### src/hw/rtl/i2a_pkg.sv
// Package of the integer to ASCII formatter: widths, command codes,
// FSM states, chain control struct and the digit to character function.
package i2a_pkg;

   localparam int VALUE_W  = 64;
   localparam int CMD_W    = 3;
   localparam int DIGIT_W  = 4;
   localparam int DIGITS   = 16;
   localparam int CNT_W    = $clog2(VALUE_W);
   localparam int REMAIN_W = $clog2(DIGITS + 1);

   localparam logic [CMD_W-1:0] CMD_SDEC     = 3'd0;
   localparam logic [CMD_W-1:0] CMD_UDEC     = 3'd1;
   localparam logic [CMD_W-1:0] CMD_HEX32_LO = 3'd2;
   localparam logic [CMD_W-1:0] CMD_HEX32_UP = 3'd3;
   localparam logic [CMD_W-1:0] CMD_HEX64_LO = 3'd4;
   localparam logic [CMD_W-1:0] CMD_HEX64_UP = 3'd5;

   localparam logic [31:0] SIGNED_MIN = 32'h8000_0000;

   localparam logic [7:0] ASCII_ZERO    = 8'h30;
   localparam logic [7:0] ASCII_UPPER_A = 8'h41;
   localparam logic [7:0] ASCII_LOWER_A = 8'h61;
   localparam logic [7:0] ASCII_MINUS   = 8'h2D;

   typedef enum logic [2:0] {
      ST_IDLE,
      ST_CONVERT,
      ST_SIGN,
      ST_SKIP,
      ST_EMIT,
      ST_EMPTY
   } state_type;

   // control of the digit chain, one cycle at a time
   typedef struct packed {
      logic load;      // clear digits, load binary word
      logic shift;     // shift one binary bit into the digits
      logic emit;      // move digits one place toward the top
      logic decimal;   // apply the BCD add-3 correction
   } chain_ctrl_type;

   function automatic logic [7:0] digit_to_ascii(input logic [DIGIT_W-1:0] d,
                                                 input logic upper);
      logic [7:0] base;
      base = upper ? ASCII_UPPER_A : ASCII_LOWER_A;
      if (d < 4'd10) begin
         return ASCII_ZERO + {4'd0, d};
      end
      return base + {4'd0, d} - 8'd10;
   endfunction

endpackage

### src/hw/rtl/i2a_cell.sv
// One digit cell of the conversion chain.
// Depends on i2a_pkg for the control struct and digit width.
module i2a_cell (
   input  logic                        clock,
   input  i2a_pkg::chain_ctrl_type     ctrl,
   input  logic [i2a_pkg::DIGIT_W-1:0] digit_in,   // from lower neighbor
   input  logic                        carry_in,   // from lower neighbor
   output logic [i2a_pkg::DIGIT_W-1:0] digit,
   output logic                        carry_out
);

   logic [i2a_pkg::DIGIT_W-1:0] digit_ff, digit_in_nxt, adj;

   // add-3 when the digit would overflow on doubling
   assign adj = (ctrl.decimal && digit_ff >= 4'd5) ? digit_ff + 4'd3 : digit_ff;
   assign carry_out = adj[i2a_pkg::DIGIT_W-1];
   assign digit = digit_ff;

   always_comb begin
      digit_in_nxt = digit_ff;
      if (ctrl.load) begin
         digit_in_nxt = '0;
      end else if (ctrl.shift) begin
         digit_in_nxt = {adj[i2a_pkg::DIGIT_W-2:0], carry_in};
      end else if (ctrl.emit) begin
         digit_in_nxt = digit_in;
      end
   end

   always_ff @(posedge clock) begin
      digit_ff <= digit_in_nxt;
   end

endmodule

### src/hw/rtl/i2a_chain.sv
// Binary shift register feeding a row of digit cells (bit-serial double dabble).
// Depends on i2a_pkg and i2a_cell.
module i2a_chain (
   input  logic                        clock,
   input  i2a_pkg::chain_ctrl_type     ctrl,
   input  logic [i2a_pkg::VALUE_W-1:0] load_word,
   output logic [i2a_pkg::DIGIT_W-1:0] top_digit
);

   logic [i2a_pkg::VALUE_W-1:0] bin_ff, bin_in;
   logic [i2a_pkg::DIGITS:0]    carry_link;
   logic [i2a_pkg::DIGIT_W-1:0] digit_link [i2a_pkg::DIGITS+1];

   assign carry_link[0] = bin_ff[i2a_pkg::VALUE_W-1];
   assign digit_link[0] = '0;
   assign top_digit = digit_link[i2a_pkg::DIGITS];

   always_comb begin
      bin_in = bin_ff;
      if (ctrl.load) begin
         bin_in = load_word;
      end else if (ctrl.shift) begin
         bin_in = {bin_ff[i2a_pkg::VALUE_W-2:0], 1'b0};
      end
   end

   always_ff @(posedge clock) begin
      bin_ff <= bin_in;
   end

   for (genvar i = 0; i < i2a_pkg::DIGITS; i++) begin : g_cell
      i2a_cell u_cell (
         .clock     (clock),
         .ctrl      (ctrl),
         .digit_in  (digit_link[i]),
         .carry_in  (carry_link[i]),
         .digit     (digit_link[i+1]),
         .carry_out (carry_link[i+1])
      );
   end

endmodule

### src/hw/rtl/integer_to_ascii_formatter.sv
// Top level of the integer to ASCII formatter: sequencer and output register.
// Depends on i2a_pkg and i2a_chain.
//
// Use: present one number per req beat: tdata is the 64-bit value, tuser
// carries the command and the zero-precision flag. The block answers with
// one rsp beat per ASCII character, most significant first, tlast on the
// final one. An empty conversion (zero with zero precision, or an unknown
// command) gives a single beat with the empty flag set and character 0.
// The signed minimum gives "-2147483648" with the sign flag on every beat.
// Timing: after the req beat the chain shifts in 32 bits (decimal, hex32)
// or 64 bits (hex64), one per cycle, then skips leading zero digits one
// cell per cycle, moves on to the first kept digit, and emits one
// character per cycle while the receiver takes them.
// req_tready is high only while idle; the next number is taken while the
// last character still sits in the rsp register.
// A stalled receiver freezes emission; the rsp beat holds until taken.
// Reset (synchronous) returns to idle and drops rsp_tvalid.
module integer_to_ascii_formatter (
   input  logic        clock,
   input  logic        reset,
   input  logic        req_tvalid,
   output logic        req_tready,
   input  logic [63:0] req_tdata,    // [63:0] value
   input  logic [3:0]  req_tuser,    // [2:0] cmd, [3] precision_zero
   output logic        rsp_tvalid,
   input  logic        rsp_tready,
   output logic [7:0]  rsp_tdata,    // [7:0] character
   output logic        rsp_tlast,    // last
   output logic [1:0]  rsp_tuser     // [0] empty_res, [1] sign_cleared
);

   i2a_pkg::state_type state_ff, state_in;

   logic [i2a_pkg::CNT_W-1:0]    cnt_ff, cnt_in;
   logic [i2a_pkg::REMAIN_W-1:0] remain_ff, remain_in;
   logic upper_ff, upper_in, decimal_ff, decimal_in, minus_ff, minus_in;

   logic       rsp_valid_ff, rsp_last_ff;
   logic [7:0] rsp_data_ff;
   logic [1:0] rsp_user_ff;

   // request decode
   logic [i2a_pkg::CMD_W-1:0]   cmd;
   logic [31:0]                 lo, mag32;
   logic [i2a_pkg::VALUE_W-1:0] num, load_word;
   logic wide, is_min, is_empty, req_fire;

   // sequencer outputs
   i2a_pkg::chain_ctrl_type     ctrl;
   logic [i2a_pkg::DIGIT_W-1:0] top_digit;
   logic       out_load, out_last, out_empty, slot_free, skip_go;
   logic [7:0] out_char;

   assign cmd      = req_tuser[2:0];
   assign lo       = req_tdata[31:0];
   assign is_min   = (cmd == i2a_pkg::CMD_SDEC) && (lo == i2a_pkg::SIGNED_MIN);
   // negative signed values print their magnitude; the minimum maps onto itself
   assign mag32    = (cmd == i2a_pkg::CMD_SDEC && lo[31]) ? 32'd0 - lo : lo;
   assign wide     = cmd inside {i2a_pkg::CMD_HEX64_LO, i2a_pkg::CMD_HEX64_UP};
   assign num      = wide ? req_tdata : {32'd0, mag32};
   // 32-bit modes enter the chain from the top of the shift register
   assign load_word = wide ? req_tdata : {mag32, 32'd0};
   assign is_empty = (cmd > i2a_pkg::CMD_HEX64_UP) || (num == '0 && req_tuser[3]);

   assign req_tready = (state_ff == i2a_pkg::ST_IDLE);
   assign req_fire   = req_tvalid && req_tready;
   assign slot_free  = !rsp_valid_ff || rsp_tready;
   assign skip_go    = (top_digit == '0) && (remain_ff > 1);

   // next state
   always_comb begin
      state_in = state_ff;
      case (state_ff)
         i2a_pkg::ST_IDLE: begin
            if (req_fire) begin
               state_in = is_empty ? i2a_pkg::ST_EMPTY : i2a_pkg::ST_CONVERT;
            end
         end
         i2a_pkg::ST_CONVERT: begin
            if (cnt_ff == '0) begin
               state_in = minus_ff ? i2a_pkg::ST_SIGN : i2a_pkg::ST_SKIP;
            end
         end
         i2a_pkg::ST_SIGN: begin
            if (slot_free) begin
               state_in = i2a_pkg::ST_SKIP;
            end
         end
         i2a_pkg::ST_SKIP: begin
            if (!skip_go) begin
               state_in = i2a_pkg::ST_EMIT;
            end
         end
         i2a_pkg::ST_EMIT: begin
            if (slot_free && remain_ff == 1) begin
               state_in = i2a_pkg::ST_IDLE;
            end
         end
         i2a_pkg::ST_EMPTY: begin
            if (slot_free) begin
               state_in = i2a_pkg::ST_IDLE;
            end
         end
         default: state_in = i2a_pkg::ST_IDLE;
      endcase
   end

   // sequencer outputs
   always_comb begin
      ctrl         = '0;
      ctrl.decimal = decimal_ff;
      out_load     = 1'b0;
      out_char     = i2a_pkg::digit_to_ascii(top_digit, upper_ff);
      out_last     = (remain_ff == 1);
      out_empty    = 1'b0;
      case (state_ff)
         i2a_pkg::ST_IDLE:    ctrl.load  = req_fire;
         i2a_pkg::ST_CONVERT: ctrl.shift = 1'b1;
         i2a_pkg::ST_SIGN: begin
            out_load = slot_free;
            out_char = i2a_pkg::ASCII_MINUS;
            out_last = 1'b0;
         end
         i2a_pkg::ST_SKIP:    ctrl.emit = skip_go;
         i2a_pkg::ST_EMIT: begin
            out_load  = slot_free;
            ctrl.emit = slot_free;
         end
         i2a_pkg::ST_EMPTY: begin
            out_load  = slot_free;
            out_char  = 8'd0;
            out_last  = 1'b1;
            out_empty = 1'b1;
         end
         default: ctrl = '0;
      endcase
   end

   // item context and counters
   always_comb begin
      cnt_in     = cnt_ff;
      remain_in  = remain_ff;
      upper_in   = upper_ff;
      decimal_in = decimal_ff;
      minus_in   = minus_ff;
      if (ctrl.load) begin
         cnt_in     = wide ? i2a_pkg::CNT_W'(i2a_pkg::VALUE_W - 1)
                           : i2a_pkg::CNT_W'(i2a_pkg::VALUE_W / 2 - 1);
         remain_in  = i2a_pkg::REMAIN_W'(i2a_pkg::DIGITS);
         upper_in   = cmd inside {i2a_pkg::CMD_HEX32_UP, i2a_pkg::CMD_HEX64_UP};
         decimal_in = cmd inside {i2a_pkg::CMD_SDEC, i2a_pkg::CMD_UDEC};
         minus_in   = is_min;
      end else if (ctrl.shift) begin
         cnt_in = cnt_ff - 1'b1;
      end else if (ctrl.emit) begin
         remain_in = remain_ff - 1'b1;
      end
   end

   always_ff @(posedge clock) begin
      if (reset) begin
         state_ff     <= i2a_pkg::ST_IDLE;
         rsp_valid_ff <= 1'b0;
      end else begin
         state_ff <= state_in;
         if (out_load) begin
            rsp_valid_ff <= 1'b1;
         end else if (rsp_tready) begin
            rsp_valid_ff <= 1'b0;
         end
      end
   end

   always_ff @(posedge clock) begin
      cnt_ff     <= cnt_in;
      remain_ff  <= remain_in;
      upper_ff   <= upper_in;
      decimal_ff <= decimal_in;
      minus_ff   <= minus_in;
      if (out_load) begin
         rsp_data_ff <= out_char;
         rsp_last_ff <= out_last;
         rsp_user_ff <= {minus_ff && !out_empty, out_empty};
      end
   end

   i2a_chain u_chain (
      .clock     (clock),
      .ctrl      (ctrl),
      .load_word (load_word),
      .top_digit (top_digit)
   );

   assign rsp_tvalid = rsp_valid_ff;
   assign rsp_tdata  = rsp_data_ff;
   assign rsp_tlast  = rsp_last_ff;
   assign rsp_tuser  = rsp_user_ff;

endmodule

### config.mk
export PLATFORM = sky130hd
export DESIGN_NAME = integer_to_ascii_formatter
export DESIGN_NICKNAME = d
export VERILOG_FILES = /design/src/hw/rtl/i2a_pkg.sv /design/src/hw/rtl/i2a_cell.sv /design/src/hw/rtl/i2a_chain.sv /design/src/hw/rtl/integer_to_ascii_formatter.sv
export SDC_FILE = /design/constraint.sdc
export NUM_CORES = 1
export LEC_CHECK = 0
export ABC_AREA = 1
export BUFFER_PORTS_ARGS = -buffer_cell sky130_fd_sc_hd__buf_2
export CAP_MARGIN = 20
export CORE_UTILIZATION = 45
export DETAILED_ROUTE_END_ITERATION = 8
export GPL_TIMING_DRIVEN = 1
export PLACE_DENSITY = 0.68
export RECOVER_POWER = 100
export SLEW_MARGIN = 5
export SYNTH_ARGS = -nofsm -noshare
export SYNTH_HDL_FRONTEND = slang
export SYNTH_SLANG_ARGS = --single-unit
### constraint.sdc
create_clock -name clock -period 3.7 [get_ports clock]
set_clock_uncertainty 0.1 [all_clocks]
set_input_delay 0.185 -clock clock [delete_from_list [all_inputs] [get_ports clock]]
set_output_delay 0.185 -clock clock [all_outputs]
set_load 0.03 [all_outputs]
After elaboration in Yosys (flattened, before gate mapping)
Index checks and enable logic that the tools add are counted.
- register bits: 157
- output and inout port bits: 13
- bits of input ports: 72
- reductions and logical operators: 42
- multiplexer cells: 79
- bitwise gates (word level): 1
- equal/unequal tests: 17
- magnitude comparators: 19
- add/sub/neg operators: 22
- operators with widths (cell ; number):
    two-way mux 64 bit ; 4
    two-way mux 4 bit ; 47
    greater-or-equal comparator 4 x 3 -> 1 bit, second input constant ; 16
    logical NOT 64 bit ; 1
    adder 4 x 2 -> 4 bit, second input constant ; 15
    == test 32 bit, second input constant ; 1
    two-way mux 32 bit ; 1
    subtractor 1 x 32 -> 32 bit, first input constant ; 1
    two-way mux 3 bit ; 8
    two-way mux 6 bit ; 4
    logical AND 1 bit ; 23
    case mux 3 bit (6 select lines) ; 1
    two-way mux 8 bit ; 2
    case mux 8 bit (2 select lines) ; 1
    == test 3 bit, second input constant ; 4
    nonzero test 2 bit ; 6
    != test 2 bit, second input constant ; 5
    == test 3 x 2 -> 1 bit, second input constant ; 3
    two-way mux 1 bit ; 9
    adder 7 x 4 -> 8 bit ; 1
    subtractor 8 x 4 -> 8 bit, second input constant ; 1
    adder 6 x 4 -> 7 bit, first input constant ; 1
    == test 3 x 1 -> 1 bit, second input constant ; 2
    logical NOT 3 bit ; 2
    18 further kinds ; 21

Logic depth before layout (Yosys ltp)
- word-level depth: 10
- gate-level depth with buffers: 20
- gate-level depth less buffers: 20

Hierarchy
A second synthesis with hierarchy kept.
- cell total of the unflattened synthesis: 1634
- area total of the unflattened synthesis: 10919.2 µm²
- by module, submodules not included (module ; instances ; sequential area each (µm²) ; area each (µm²) ; cells an instance):
    i2a_cell ; 16 ; 80.1 ; 301.5 ; 47
    integer_to_ascii_formatter ; 1 ; 750.7 ; 3343.2 ; 611
    i2a_chain ; 1 ; 1921.8 ; 2751.4 ; 271

Worst setup path after synthesis
OpenSTA, ideal clock, no wires.
- path type: reg-to-reg
- start point: reg state_ff[0]
- end point: reg cnt_ff[0] (netlist bit) (enable)
- required time: 3.170 ns
- buffers on the path: 1
- stages on the path, launching flop included: 7
- setup time: 0.430 ns
- data arrival time: 2.724 ns
- path slack: 0.446 ns
- clock period less this slack: 3.254 ns
- path through: dfxtp_1 -> nor2_1 -> nand2_1 -> nor2_1 -> inv_2 -> clkbuf_1 -> nand2_1
- word-level cells in the longest chain between the ends: 4
- ends and longest elaborated chain (what ; line ; source):
    from (decl) ; integer_to_ascii_formatter.sv:32 ; i2a_pkg::state_type state_ff, state_in;
    from (signal assigned) ; integer_to_ascii_formatter.sv:162 ; state_ff <= i2a_pkg::ST_IDLE;
    from (signal assigned) ; integer_to_ascii_formatter.sv:165 ; state_ff <= state_in;
    logical NOT 3 bit ; integer_to_ascii_formatter.sv:65, integer_to_ascii_formatter.sv:116 ;
    logical AND 1 bit ; integer_to_ascii_formatter.sv:66 ; assign req_fire = req_tvalid && req_tready;
    two-way mux 1 bit ; integer_to_ascii_formatter.sv:116 ; case (state_ff)
    nonzero test 2 bit (no source line) (*) ; n/a ;
    to (signal assigned) ; integer_to_ascii_formatter.sv:175 ; cnt_ff <= cnt_in;
    to (decl) ; integer_to_ascii_formatter.sv:34 ; logic [i2a_pkg::CNT_W-1:0] cnt_ff, cnt_in;
Mark *: on every way between the ends. The rest lies on a longest branch, timed or not.
A chain may end at the register's enable or synchronous reset.

Worst setup path in the final report
- start point: in req_tuser[2]
- end point: reg state_ff[2]
- word-level cells in the longest chain between the ends: 10
- ends and longest elaborated chain (what ; line ; source):
    from (decl) ; integer_to_ascii_formatter.sv:24 ; input logic [3:0] req_tuser,
    logical NOT 3 bit ; integer_to_ascii_formatter.sv:58 ; assign mag32 = (cmd == i2a_pkg::CMD_SDEC && lo[31]) ? 32'd0 - lo : lo;
    logical AND 1 bit ; integer_to_ascii_formatter.sv:58 ;
    two-way mux 32 bit ; integer_to_ascii_formatter.sv:58 ;
    two-way mux 64 bit ; integer_to_ascii_formatter.sv:60 ; assign num = wide ? req_tdata : {32'd0, mag32};
    logical NOT 64 bit ; integer_to_ascii_formatter.sv:63 ; assign is_empty = (cmd > i2a_pkg::CMD_HEX64_UP) || (num == '0 && req_tuser[3]);
    logical AND 1 bit ; integer_to_ascii_formatter.sv:63 ;
    logical OR 1 bit (*) ; integer_to_ascii_formatter.sv:63 ;
    two-way mux 3 bit (*) ; integer_to_ascii_formatter.sv:76 ; state_in = is_empty ? i2a_pkg::ST_EMPTY : i2a_pkg::ST_CONVERT;
    two-way mux 3 bit (*) ; integer_to_ascii_formatter.sv:75 ; if (req_fire) begin
    case mux 3 bit (6 select lines) (*) ; integer_to_ascii_formatter.sv:73 ; case (state_ff)
Mark *: on every way between the ends. The rest lies on a longest branch, timed or not. The select of a mux whose other input is x is not followed.

==> impl_metrics.json <==
{
  "pin_count": 85,
  "grt_pass1_wl_mm": 42.64,
  "crit_start": "req_tuser[2]",
  "rsz0062_at_grt": "false",
  "clk_pin_slew_ns": 0.06,
  "syn-num-nets": 1423,
  "hold_path_class": "in -> reg",
  "htree_levels": 4,
  "port_buffers": 83,
  "drc": 0,
  "max_freq_ghz": 0.3188,
  "mostFrequentLayoutCells": "nand2_1 (338), inv_1 (143), o21ai_0 (126)",
  "fin_util_pct": 52.01,
  "slew_viol_final": 113,
  "status": "complete, but fails checks",
  "cts_tree": "done",
  "synth_cell_types": 42,
  "crit_slowest_cell": "inv_2",
  "cpPeakStageDelay_ns": 0.64,
  "ir_drop_uv": 413.2,
  "fin_nets": 1487,
  "p_clk_share_pct": 28.3,
  "track_usage_pct": 24.62,
  "grt.overflow.total": 0,
  "end_kind": "flop",
  "seqPwrFrac_pct": 40.5,
  "grt_max_degree": 82,
  "die_w_microns": 148.5,
  "routed_wl_mm": 26.47,
  "hpwl_mm": 18.35,
  "viasPerCell": 5.549,
  "seq_area_frac_synth_pct": 40.93,
  "worstMarginPinSlew_ns": 1.549,
  "drv_cap": 2,
  "tns_ns": 0,
  "row_count": 53,
  "antenna_cells": 0,
  "critical_path_class": "in -> reg",
  "cp_cell_sequence": "dlygate4sd3_1 > clkbuf_1 > nor2_4 > nand3_1 > inv_2 > o21ai_0 > nand3_1 > nand2_1 > nand3_1 > nand2_1 > nor2_1 > nand2_1 > nor2_1 > nand2_1 > nand2_1 > nand2_1 > nand2_1 > nand2_1 > a21oi_2",
  "start_kind": "primary input",
  "yosysWarnings": 0,
  "wire_per_inst_microns": 15.89,
  "cts_setup_buffers": 0,
  "r2r-start": "state_ff[1]",
  "clock_path_buffers": 2,
  "cp.arrival_ns": 3.40,
  "clk_latency_ns": 0.43,
  "clkSinkCount": 156,
  "synth_seq_cells": 156,
  "power.density_nw_per_um2": 631.3,
  "synth-main-ff-cell": "edfxtp_1",
  "syn_inst": 1313,
  "die_height_microns": 148.5,
  "violations": "max-capacitance violations, max-slew violations",
  "swShare_pct": 36.12,
  "antenna_found_initial": 0,
  "final_common_cell": "nand2_1",
  "syn_area_per_cell_sq_um": 7.358,
  "cts_inserted_buffers": 17,
  "synth_edf_count": 83,
  "setup_viol": 0,
  "grt_pass1_vias": 8322,
  "drtIter0Drc": 750,
  "syn-cell-area_sq_um": 9661,
  "ctsRootBufferMaster": "clkbuf_16",
  "core-area_sq_um": 21020,
  "num_vias": 9239,
  "post_cts_resized": 0,
  "period_share_pct": 84.78,
  "relSlewSlack_pct": -3.287,
  "start_util_pct": 45.96,
  "dr.pass1.iters": 8,
  "hold_viol": 0,
  "drive_gt1_share_pct": 9.209,
  "synth-async-reset-ratio_pct": 0,
  "hold_buffers": 4,
  "crit_fanout": 40,
  "fp.dieArea_sq_um": 22060,
  "hold_start": "req_tdata[0]",
  "cp.required_ns": 3.96,
  "syn_to_final_growth_pct": 13.17,
  "p_int_mw": 4.409,
  "switchingPower_mw": 2.493,
  "fin_crit_ns": 3.137,
  "crit_top_cell": "nand2_1",
  "cellLeakagePower_nw": 4.265,
  "gp_congestion": 0.9849,
  "antenna_left": 0,
  "p_comb_share_pct": 31.2
}
[final timing paths]
| path | to | depth (start not counted) | slack (ns) |
|---|---|---|---|
| setup / recovery | state_ff[2] | 19 | 0.56 |
| hold / removal | u_chain.bin_ff[0] | 3 | 0.03 |
| setup reg to reg | u_chain.bin_ff[46] | 7 | 0.63 |
| hold reg to reg | u_chain.g_cell[0].u_cell.digit[3] | 2 | 0.37 |
[state kept, by name, indices dropped and copies added, names as in the netlist]
name	count
rsp_tlast	1
rsp_tuser	2
remain_ff	5
rsp_tvalid	1
state_ff	3
u_chain.g_cell.u_cell.digit	64
minus_ff	1
cnt_ff	6
rsp_tdata	7
u_chain.bin_ff	64
decimal_ff	1
upper_ff	1
[per-stage QoR]
step	instance area [sq um]	cells	setup slack [ns]	power [mW]	hold slack, ns
3_5_place_dp	10290	1629	0.9136	4.958	0.3255
2_1_floorplan	9661	1313	0.4460	4.290	0.1474
5_1_grt	10930	1665	0.3508	7.273	0.03712
3_3_place_gp	10290	1629	0.9143	4.935	0.3251
4_1_cts	10980	1665	0.8234	6.933	0.01355
6_report	10930	1665	0.5633	6.902	0.02583
[cell type report]
class,count,area [sq um]
Fill cell,2023,10090
Multi-Input combinational cell,955,4897
Sequential cell,156,3954
Clock inverter,14,215.2
Timing Repair Buffer,100,541.8
Clock buffer,18,429.2
Tap cell,275,344.1
Inverter,147,551.8
[worst max-delay path: cells and delay by family]
kind            cells  cell delay [ns]
compound gates      2             0.45
buf+inv             3             1.31
simple gates       14             1.43
[cell usage after synthesis (all sizes together), types with 16 or more instances]
| cell type | n | area share [%] |
|---|---|---|
| buf | 22 | 1.4 |
| inv | 147 | 5.7 |
| nand2 | 344 | 13 |
| a21oi | 106 | 5.5 |
| clkbuf | 33 | 1.3 |
| ha | 38 | 4.9 |
| a2bb2oi | 22 | 2.0 |
| nand3 | 76 | 4.0 |
| a31oi | 47 | 3.0 |
| nor2 | 105 | 4.3 |
| edfxtp | 83 | 26 |
| xor2 | 16 | 1.5 |
| o21ai | 131 | 6.8 |
| o211ai | 32 | 2.5 |
| dfxtp | 73 | 15 |
[power by group through the flow]
stage	Sequential, mW	Combinational [mW]	Clock (mW)
after floorplan	2.85	1.44	0
after global placement	2.80	2.13	0
after detailed placement	2.81	2.15	0
after CTS	2.78	2.16	1.99
after global routing	2.84	2.38	2.05
final	2.80	2.15	1.95
[logic make-up after synthesis]
group / after synthesis / share of synthesized area (%)
and+or+nand+nor: 549 / 23.27
AOI/OAI and AO/OA: 350 / 20.89
buffers and inverters: 202 / 8.406
DFF: 156 / 40.93
adders and majority gates: 38 / 4.922
xor gates and xnor gates: 17 / 1.541
other: 1 / 0.03882
[metal layers]
metal / part of all wire, % / up-vias / track usage [%] / routed length, microns
met5: 0 / - / 0 / 0
met4: 2.0 / 0 / 7.371 / 523
met3: 7.9 / 45 / 4.939 / 2095
met2: 44 / 339 / 37.87 / 11740
met1: 46 / 4269 / 34.72 / 12110
li1: - / 4586 / - / -
(Power assumes the default switching activity.)
